<file path="src/rtl/xcrc_pkg.sv">
`timescale 1ns / 1ps
`default_nettype none

package xcrc_pkg;

  localparam int unsigned PAYLOAD_BYTES_DEF = 128;
  localparam int unsigned QUEUE_DEPTH       = 2;

  localparam logic [7:0]  HDR_SOH   = 8'h01;
  localparam logic [7:0]  HDR_EOT   = 8'h04;
  localparam logic [7:0]  REPLY_ACK = 8'h06;
  localparam logic [7:0]  REPLY_NAK = 8'h15;
  localparam logic [15:0] CRC_POLY  = 16'h1021;
  localparam logic [15:0] CRC_TOP   = 16'h8000;

  typedef enum logic {
    CMD_BYTE    = 1'b0,
    CMD_TIMEOUT = 1'b1
  } command_t;

  typedef enum logic {
    KIND_PAYLOAD = 1'b0,
    KIND_VERDICT = 1'b1
  } kind_t;

  typedef enum logic [2:0] {
    ST_OK      = 3'd0,
    ST_TIMEOUT = 3'd1,
    ST_EOT     = 3'd2,
    ST_BADCOMP = 3'd3,
    ST_DUP     = 3'd4,
    ST_UNEXP   = 3'd5,
    ST_BADCRC  = 3'd6,
    ST_BADHDR  = 3'd7
  } status_t;

  // what the first byte of the packet was
  typedef enum logic [1:0] {
    HDR_CLASS_OTHER = 2'd0,
    HDR_CLASS_SOH   = 2'd1,
    HDR_CLASS_EOT   = 2'd2
  } hdr_class_t;

  // work handed from the front to the back
  typedef enum logic [2:0] {
    OP_NUMBER     = 3'd0,
    OP_COMPLEMENT = 3'd1,
    OP_PAYLOAD    = 3'd2,
    OP_CRC_HIGH   = 3'd3,
    OP_CRC_LOW    = 3'd4,
    OP_TIMEOUT    = 3'd5
  } op_t;

  typedef struct packed {
    op_t        op;
    hdr_class_t hdr;
    logic [7:0] data;
    logic [6:0] index;
  } cmd_t;

  typedef struct packed {
    kind_t      kind;
    logic [7:0] payload_byte;
    logic [6:0] payload_index;
    status_t    status;
    logic [7:0] reply_byte;
  } result_t;

  function automatic hdr_class_t classify_header(input logic [7:0] b);
    hdr_class_t c;
    if (b == HDR_EOT) begin
      c = HDR_CLASS_EOT;
    end else if (b == HDR_SOH) begin
      c = HDR_CLASS_SOH;
    end else begin
      c = HDR_CLASS_OTHER;
    end
    return c;
  endfunction

  // crc-16/xmodem, one byte, msb first
  function automatic logic [15:0] crc_update(input logic [15:0] crc, input logic [7:0] b);
    logic [15:0] c;
    c = crc ^ {b, 8'h00};
    for (int k = 0; k < 8; k++) begin
      if ((c & CRC_TOP) != 16'h0000) begin
        c = {c[14:0], 1'b0} ^ CRC_POLY;
      end else begin
        c = {c[14:0], 1'b0};
      end
    end
    return c;
  endfunction

endpackage

`default_nettype wire

</file>
<file path="src/rtl/xmodem_crc_packet_receiver.sv">
`timescale 1ns / 1ps
`default_nettype none

// channel   direction  handshake          payload
// input     in         push / full        command, rx_byte
// result    out        empty / pop        kind, payload_byte, payload_index, status, reply_byte
//
// one item per cycle in and out while not stalled by full or empty; the front writes the
// command queue at the accepting edge, the back writes the result queue once it has room;
// the front tracks the byte position and header, the back keeps the crc and block numbers
// reset clears framing, crc and sets the expected block number to one
// full rises only when the two-entry command queue fills; a stalled result side backs up
// through the result queue and then the command queue

module xmodem_crc_packet_receiver
  import xcrc_pkg::*;
#(
  parameter int unsigned PAYLOAD_BYTES = PAYLOAD_BYTES_DEF
) (
  input  logic       clk,
  input  logic       rst,
  // input item side
  input  logic       push,
  output logic       full,
  input  logic       command,
  input  logic [7:0] rx_byte,
  // result item side
  output logic       empty,
  input  logic       pop,
  output logic       kind,
  output logic [7:0] payload_byte,
  output logic [6:0] payload_index,
  output logic [2:0] status,
  output logic [7:0] reply_byte
);

  localparam int unsigned CMD_W = $bits(cmd_t);
  localparam int unsigned RES_W = $bits(result_t);

  logic    accept;
  logic    q_push;
  cmd_t    q_wr_entry;
  cmd_t    q_rd_entry;
  logic    q_pop;
  logic    q_empty;
  logic    res_push;
  result_t res_wr;
  result_t res_rd;
  logic    res_full;

  // an item is taken whenever the command queue has room
  assign accept = push && !full;

  // front: framing and classification of each received byte or timeout
  xcrc_front #(
    .PAYLOAD_BYTES(PAYLOAD_BYTES)
  ) u_front (
    .clk     (clk),
    .rst     (rst),
    .accept  (accept),
    .command (command),
    .rx_byte (rx_byte),
    .q_push  (q_push),
    .q_entry (q_wr_entry)
  );

  // short queue so front and back stall independently
  xcrc_fifo #(
    .WIDTH(CMD_W),
    .DEPTH(QUEUE_DEPTH)
  ) u_cmd_q (
    .clk     (clk),
    .rst     (rst),
    .push    (q_push),
    .wr_data (q_wr_entry),
    .pop     (q_pop),
    .rd_data (q_rd_entry),
    .full    (full),
    .empty   (q_empty)
  );

  // back: crc, block number checks and verdicts
  xcrc_back u_back (
    .clk      (clk),
    .rst      (rst),
    .q_empty  (q_empty),
    .q_entry  (q_rd_entry),
    .q_pop    (q_pop),
    .out_full (res_full),
    .res_push (res_push),
    .result   (res_wr)
  );

  // result queue, head is shown on the result ports
  xcrc_fifo #(
    .WIDTH(RES_W),
    .DEPTH(QUEUE_DEPTH)
  ) u_res_q (
    .clk     (clk),
    .rst     (rst),
    .push    (res_push),
    .wr_data (res_wr),
    .pop     (pop),
    .rd_data (res_rd),
    .full    (res_full),
    .empty   (empty)
  );

  assign kind          = res_rd.kind;
  assign payload_byte  = res_rd.payload_byte;
  assign payload_index = res_rd.payload_index;
  assign status        = res_rd.status;
  assign reply_byte    = res_rd.reply_byte;

endmodule

`default_nettype wire

</file>
<file path="src/rtl/xcrc_fifo.sv">
`timescale 1ns / 1ps
`default_nettype none

module xcrc_fifo
  import xcrc_pkg::*;
#(
  parameter int unsigned WIDTH = 8,
  parameter int unsigned DEPTH = QUEUE_DEPTH
) (
  input  logic             clk,
  input  logic             rst,
  input  logic             push,
  input  logic [WIDTH-1:0] wr_data,
  input  logic             pop,
  output logic [WIDTH-1:0] rd_data,
  output logic             full,
  output logic             empty
);

  localparam int unsigned PTR_W = $clog2(DEPTH);

  logic [WIDTH-1:0] slots [DEPTH];
  logic [PTR_W-1:0] wr_ptr;
  logic [PTR_W-1:0] rd_ptr;
  logic [PTR_W:0]   count;
  logic             do_push;
  logic             do_pop;

  assign full    = (count == (PTR_W+1)'(DEPTH));
  assign empty   = (count == '0);
  assign do_push = push && !full;
  assign do_pop  = pop && !empty;
  assign rd_data = slots[rd_ptr];

  always_ff @(posedge clk) begin
    if (do_push) begin
      slots[wr_ptr] <= wr_data;
    end
  end

  always_ff @(posedge clk) begin
    if (rst) begin
      wr_ptr <= '0;
      rd_ptr <= '0;
      count  <= '0;
    end else begin
      if (do_push) begin
        wr_ptr <= wr_ptr + PTR_W'(1);
      end
      if (do_pop) begin
        rd_ptr <= rd_ptr + PTR_W'(1);
      end
      if (do_push && !do_pop) begin
        count <= count + (PTR_W+1)'(1);
      end else if (do_pop && !do_push) begin
        count <= count - (PTR_W+1)'(1);
      end
    end
  end

endmodule

`default_nettype wire

</file>
<file path="src/rtl/xcrc_front.sv">
`timescale 1ns / 1ps
`default_nettype none

module xcrc_front
  import xcrc_pkg::*;
#(
  parameter int unsigned PAYLOAD_BYTES = PAYLOAD_BYTES_DEF
) (
  input  logic       clk,
  input  logic       rst,
  input  logic       accept,
  input  logic       command,
  input  logic [7:0] rx_byte,
  output logic       q_push,
  output cmd_t       q_entry
);

  localparam int unsigned POS_W = $clog2(PAYLOAD_BYTES + 5);
  localparam logic [POS_W-1:0] POS_HEADER = POS_W'(0);
  localparam logic [POS_W-1:0] POS_NUMBER = POS_W'(1);
  localparam logic [POS_W-1:0] POS_COMP   = POS_W'(2);
  localparam logic [POS_W-1:0] POS_CRC_HI = POS_W'(PAYLOAD_BYTES + 3);
  localparam logic [POS_W-1:0] POS_CRC_LO = POS_W'(PAYLOAD_BYTES + 4);

  logic [POS_W-1:0] pos, pos_next;
  logic [6:0]       pay_idx, pay_idx_next;
  hdr_class_t       hdr, hdr_next;
  logic             done, done_next;

  always_comb begin
    pos_next      = pos;
    pay_idx_next  = pay_idx;
    hdr_next      = hdr;
    done_next     = done;
    q_push        = 1'b0;
    q_entry.op    = OP_TIMEOUT;
    q_entry.hdr   = hdr;
    q_entry.data  = rx_byte;
    q_entry.index = pay_idx;
    if (accept && !done) begin
      if (command == CMD_TIMEOUT) begin
        q_push       = 1'b1;
        q_entry.op   = OP_TIMEOUT;
        pos_next     = POS_HEADER;
        pay_idx_next = '0;
        if (hdr == HDR_CLASS_EOT) begin
          done_next = 1'b1;
        end
      end else if (pos == POS_HEADER) begin
        hdr_next = classify_header(rx_byte);
        pos_next = POS_NUMBER;
      end else if (pos == POS_NUMBER) begin
        q_push     = 1'b1;
        q_entry.op = OP_NUMBER;
        pos_next   = POS_COMP;
      end else if (pos == POS_COMP) begin
        q_push     = 1'b1;
        q_entry.op = OP_COMPLEMENT;
        pos_next   = pos + POS_W'(1);
      end else if (pos < POS_CRC_HI) begin
        q_push       = 1'b1;
        q_entry.op   = OP_PAYLOAD;
        pos_next     = pos + POS_W'(1);
        pay_idx_next = pay_idx + 7'd1;
      end else if (pos == POS_CRC_HI) begin
        q_push     = 1'b1;
        q_entry.op = OP_CRC_HIGH;
        pos_next   = POS_CRC_LO;
      end else begin
        q_push       = 1'b1;
        q_entry.op   = OP_CRC_LOW;
        pos_next     = POS_HEADER;
        pay_idx_next = '0;
        if (hdr == HDR_CLASS_EOT) begin
          done_next = 1'b1;
        end
      end
    end
  end

  always_ff @(posedge clk) begin
    if (rst) begin
      pos     <= POS_HEADER;
      pay_idx <= '0;
      hdr     <= HDR_CLASS_OTHER;
      done    <= 1'b0;
    end else begin
      pos     <= pos_next;
      pay_idx <= pay_idx_next;
      hdr     <= hdr_next;
      done    <= done_next;
    end
  end

  // end of transfer is final
  a_done_sticky: assert property (@(posedge clk) disable iff (rst) done |=> done)
    else $error("transfer done flag dropped");

  a_pos_range: assert property (@(posedge clk) disable iff (rst) pos <= POS_CRC_LO)
    else $error("byte position past end of packet");

endmodule

`default_nettype wire

</file>
<file path="src/rtl/xcrc_back.sv">
`timescale 1ns / 1ps
`default_nettype none

module xcrc_back
  import xcrc_pkg::*;
(
  input  logic    clk,
  input  logic    rst,
  input  logic    q_empty,
  input  cmd_t    q_entry,
  output logic    q_pop,
  input  logic    out_full,
  output logic    res_push,
  output result_t result
);

  logic [7:0]  number_byte;
  logic [7:0]  complement_byte;
  logic [7:0]  crc_high_received;
  logic [7:0]  expected_number;
  logic [15:0] running_crc;
  status_t     verdict;

  assign q_pop = !q_empty && !out_full;

  always_comb begin
    if (q_entry.op == OP_TIMEOUT) begin
      verdict = (q_entry.hdr == HDR_CLASS_EOT) ? ST_EOT : ST_TIMEOUT;
    end else if (q_entry.hdr == HDR_CLASS_EOT) begin
      verdict = ST_EOT;
    end else if (q_entry.hdr != HDR_CLASS_SOH) begin
      verdict = ST_BADHDR;
    end else if (number_byte != ~complement_byte) begin
      verdict = ST_BADCOMP;
    end else if (number_byte == expected_number - 8'd1) begin
      verdict = ST_DUP;
    end else if (number_byte != expected_number) begin
      verdict = ST_UNEXP;
    end else if ({crc_high_received, q_entry.data} != running_crc) begin
      verdict = ST_BADCRC;
    end else begin
      verdict = ST_OK;
    end
  end

  always_comb begin
    res_push = 1'b0;
    result   = '0;
    case (q_entry.op)
      OP_PAYLOAD: begin
        res_push             = q_pop;
        result.kind          = KIND_PAYLOAD;
        result.payload_byte  = q_entry.data;
        result.payload_index = q_entry.index;
      end
      OP_CRC_LOW, OP_TIMEOUT: begin
        res_push          = q_pop;
        result.kind       = KIND_VERDICT;
        result.status     = verdict;
        result.reply_byte = (verdict == ST_OK || verdict == ST_EOT) ? REPLY_ACK : REPLY_NAK;
      end
      default: begin
        res_push = 1'b0;
      end
    endcase
  end

  always_ff @(posedge clk) begin
    if (rst) begin
      number_byte       <= '0;
      complement_byte   <= '0;
      crc_high_received <= '0;
      expected_number   <= 8'd1;
      running_crc       <= '0;
    end else if (q_pop) begin
      case (q_entry.op)
        OP_NUMBER:     number_byte       <= q_entry.data;
        OP_COMPLEMENT: complement_byte   <= q_entry.data;
        OP_PAYLOAD:    running_crc       <= crc_update(running_crc, q_entry.data);
        OP_CRC_HIGH:   crc_high_received <= q_entry.data;
        OP_CRC_LOW: begin
          running_crc <= '0;
          if (verdict == ST_OK) begin
            expected_number <= expected_number + 8'd1;
          end
        end
        OP_TIMEOUT:    running_crc       <= '0;
        default: begin
          running_crc <= running_crc;
        end
      endcase
    end
  end

  a_ok_advances: assert property (@(posedge clk) disable iff (rst)
      (q_pop && q_entry.op == OP_CRC_LOW && verdict == ST_OK)
      |=> expected_number == $past(expected_number) + 8'd1)
    else $error("expected block number did not advance on ok");

  a_crc_restart: assert property (@(posedge clk) disable iff (rst)
      (q_pop && (q_entry.op == OP_TIMEOUT || q_entry.op == OP_CRC_LOW))
      |=> running_crc == 16'h0000)
    else $error("crc not restarted after verdict");

  a_no_overrun: assert property (@(posedge clk) disable iff (rst) res_push |-> !out_full)
    else $error("result pushed into full queue");

endmodule

`default_nettype wire

</file>
<file path="config.mk">
export PLATFORM = sky130hd
export DESIGN_NAME = xmodem_crc_packet_receiver
export DESIGN_NICKNAME = d
export VERILOG_FILES = /design/src/rtl/xcrc_pkg.sv /design/src/rtl/xmodem_crc_packet_receiver.sv /design/src/rtl/xcrc_fifo.sv /design/src/rtl/xcrc_front.sv /design/src/rtl/xcrc_back.sv
export SDC_FILE = /design/constraint.sdc
export NUM_CORES = 1
export LEC_CHECK = 0
export BUFFER_PORTS_ARGS = -buffer_cell sky130_fd_sc_hd__buf_2
export CAP_MARGIN = 20
export CORE_ASPECT_RATIO = 1.2
export CORE_MARGIN = 8
export CORE_UTILIZATION = 60
export DETAILED_ROUTE_END_ITERATION = 10
export PLACE_DENSITY_LB_ADDON = 0.2
export RECOVER_POWER = 50
export SLEW_MARGIN = 25
export SYNTH_ARGS = -nofsm -noshare
export SYNTH_HDL_FRONTEND = slang
export SYNTH_SLANG_ARGS = --single-unit
</file>
<file path="constraint.sdc">
create_clock -name clk -period 4.3 [get_ports clk]
set_input_delay 0.215 -clock clk [delete_from_list [all_inputs] [get_ports clk]]
set_output_delay 0.215 -clock clk [all_outputs]
set_load 0.02 [all_outputs]
</file>
==> key figures <==
Outcome
  • Status: finished, final reports clean

Critical path
  • CP Launch Type: flip-flop
  • CP bufs+invs: 0
  • Setup crit end kind: flip-flop
  • Delay of the slowest critical-path stage: 0.70 ns
  • Crit Path Class: reg2reg
  • Max stage delay cell, worst path: dfxtp_2
  • WP depth: 7
  • Flop2flop setup slack: 0.86 ns
  • WP data required: 4.65 ns
  • Crit path top cell by count: or3_1
  • RR Endpoint: u_res_q.count[1]
  • Cells along the critical path: mux2_1 -> or3_1 -> or2_2 -> nand2_1 -> ha_1 -> or3_1 -> a21oi_1
  • Critical path peak fanout: 25
  • CP top delay family: simple AND/OR/NAND/NOR gates
  • R2R depth: 7
  • CP arrival: 3.78 ns

Synthesis
  • Ys async rst share: 0%
  • Seq/Total Area, Yosys: 54.0%
  • Syn_area_per_cell: 11.0 um2
  • Top post-synthesis cells by area: edfxtp_1 33%, dfxtp_1 21%, nor2_1 5.3%
  • Synth top area share: 33.4%
  • Yosys warns: 0
  • Synth Cell Area: 0.00738 mm2
  • Yosys top cell by area: edfxtp_1
  • Number of synthesized flops with an enable pin: 82
  • Cell variety after synth: 60
  • Gate Count Post-Synth: 673
  • Primary FF master, synth: edfxtp_1
  • Flops & latches, synth: 158

Floorplanning
  • CORE AREA: 0.0121 mm2
  • Horiz. Die Dim: 117 um
  • Die Y-Extent: 137 um
  • Site row count: 44
  • Die Area: 0.0161 mm2
  • I/O pins: 42
  • Initial Util: 61.2%

Clock tree
  • Num CTS Buffers: 17
  • Clock Root Buffer: clkbuf_16
  • Clk sink count: 158
  • CTS max path bufs: 2
  • CTS H-tree lvls: 4
  • Worst-Skew Late Latency: 0.42 ns
  • Clk slew on worst S/H paths: 0.06 ns
  • TritonCTS clock tree: built
  • Post_cts resized: 0

Drt
  • Drt drc: 0
  • Vias: 5,092
  • Iteration-0 DRC Markers: 447
  • 1st-pass router iterations: 4
  • Wl on met1: 6410 um
  • Routed WL: 15,000 um
  • Routed WL per cell: 17.1 um
  • Met2 routed WL: 7580 um
  • Antenna Violating Nets Remaining: 0
  • Max layer used: met4
  • Vias per cell: 5.79
  • Met3 WL: 606 um

Pwr
  • Max VDD drop: 0.000233 V
  • Sw Pwr: 1370 uW
  • Sw Ratio: 31.5%
  • PwrDens: 528 mW/mm2
  • Int Pwr: 2980 uW
  • Comb pwr share: 22.9%
  • Part of the power in registers: 43.4%
  • Leak Pwr: 0.00282 uW
  • Clock share of power: 33.7%

Hold path
  • Hold crit path type: in2reg
  • Hold path cells: 1
  • Hold wc startpoint: rx_byte[4]
  • Hold EP: u_cmd_q.slots[0][11]

STA
  • Setup violations, final: 0
  • Tmin final: 3.44 ns
  • Least-Margin Pin Slew: 0.902 ns
  • RSZ-0062 raised after global routing: false
  • Final max-slew violation count: 0
  • Setup Skew: 0.00740 ns
  • Fmax: 291 MHz
  • Fin Setup TNS: 0 ns
  • Final Cycle Share: 80.0%
  • Max_slew headroom: 39.9%
  • Final hold vios: 0
  • Hold slack: 0.0712 ns
  • Final setup margin: 0.862 ns

Final layout
  • Nets: 728
  • Non-filler cells, final: 880
  • Final core occ: 68.2%
  • Diode count: 0
  • Commonest non-fill, non-tap cell in the layout: nor2_1
  • Share of cells above drive strength 1: 12.2%
  • Area growth syn-to-layout: 11.5%
  • Most frequent cells in the layout: 104 x nor2_1, 82 x edfxtp_1, 75 x dfxtp_1

Placement
  • Buffers on Ports: 37
  • Placed cells: 845
  • Place WS: 0.606 ns
  • Post-DP HPWL: 10,400 um
  • GPL Wtd Cong: 0.858

Global routing
  • Largest net degree at the start of global routing: 59
  • Gr ovfl total: 0
  • Antenna violations before repair: 0
  • Number of global-route vias before repair: 5,067
  • First-pass GRT wire length: 25,000 um
  • GRT Util Overall: 20.0%

Flow run
  • Max-Cap Viols: 0
area by class of cell:
type	instances	area, um2
clock inverters	12	111
flip-flops and latches	158	3990
well taps	161	201
fillers	931	3830
inverters	14	52.6
clock buffers	20	479
multi-input cells	464	3150
repair buffers	51	250
per-layer routing:
metal | GRT usage, % | vias up
met2 | 33.3 | 125
li1 | - | 2456
met3 | 4.47 | 31
met4 | 9.76 | 0
met1 | 23.9 | 2480
met5 | 0 | -
Yosys cell counts, drive strengths merged, types with 7 or more instances:
master,instances
nor4,9
nand2,31
edfxtp,82
nand3,23
mux2,27
mux2i,22
a21oi,25
or3,7
o21ai,14
a211oi,28
clkbuf,24
nor2,104
xor2,34
ha,9
nand4,15
buf,16
inv,14
nor2b,7
dfxtp,76
xnor2,41
timing repair:
action | in CTS | in global routing
setup buffers | 0 | 0
hold buffers | 2 | 1
endpoints found under the hold margin | 4 | 2
worst reg2reg max path, stage by stage (launching register included):
cell     delay (ns)
dfxtp_2        0.70
mux2_1         0.49
or3_1          0.59
or2_2          0.58
nand2_1        0.22
ha_1           0.28
or3_1          0.36
a21oi_1        0.14
logic make-up after synthesis:
group / after synthesis / synth area share, %
xor+xnor: 75 / 8.90
simple gates: 229 / 15.0
compound gates: 98 / 8.90
other cells: 1 / 0.0508
mux: 49 / 8.10
buf+inv: 54 / 3.51
fa+ha+maj: 9 / 1.53
flops: 158 / 54.0
flip-flops by register name (all words and copies together) (netlist names), named ones only:
| name | flops |
|---|---|
| u_res_q.slots | 42 |
| u_res_q.wr_ptr | 1 |
| u_back.number_byte | 8 |
| u_cmd_q.slots | 40 |
| u_cmd_q.count | 2 |
| u_res_q.rd_ptr | 1 |
| u_front.done | 1 |
| u_cmd_q.wr_ptr | 1 |
| u_front.pos | 8 |
| u_back.running_crc | 16 |
| u_back.crc_high_received | 8 |
| u_res_q.count | 2 |
| u_cmd_q.rd_ptr | 1 |
| u_back.complement_byte | 8 |
| u_front.hdr | 2 |
| u_front.pay_idx | 7 |
| u_back.expected_number | 8 |
per-stage QoR:
stage	total power, uW	area [um2]
4_1_cts	4400	8290
6_report	4350	8230
5_1_grt	4530	8230
2_1_floorplan	2670	7390
3_5_place_dp	2940	7680
3_3_place_gp	2900	7680
power groups by stage:
stage	logic (uW)	clock network [uW]	registers, uW
after floorplan	825	0	1850
after global placement	998	0	1910
after detailed placement	1020	0	1920
after CTS	1030	1480	1890
after global routing	1080	1550	1910
final	997	1460	1890
worst max-delay path by stage:
stage	start	end	slack [ns]
after global placement	flip-flop	u_res_q.count[1]	0.70
after floorplan	flip-flop	u_res_q.slots[0][10]	0.87
after global routing	flip-flop	u_res_q.count[1]	0.64
final	flip-flop	u_res_q.count[1]	0.86
after detailed placement	flip-flop	u_res_q.count[1]	0.61
after CTS	flip-flop	u_res_q.count[1]	0.55
Power figures use the tool's default switching activity.
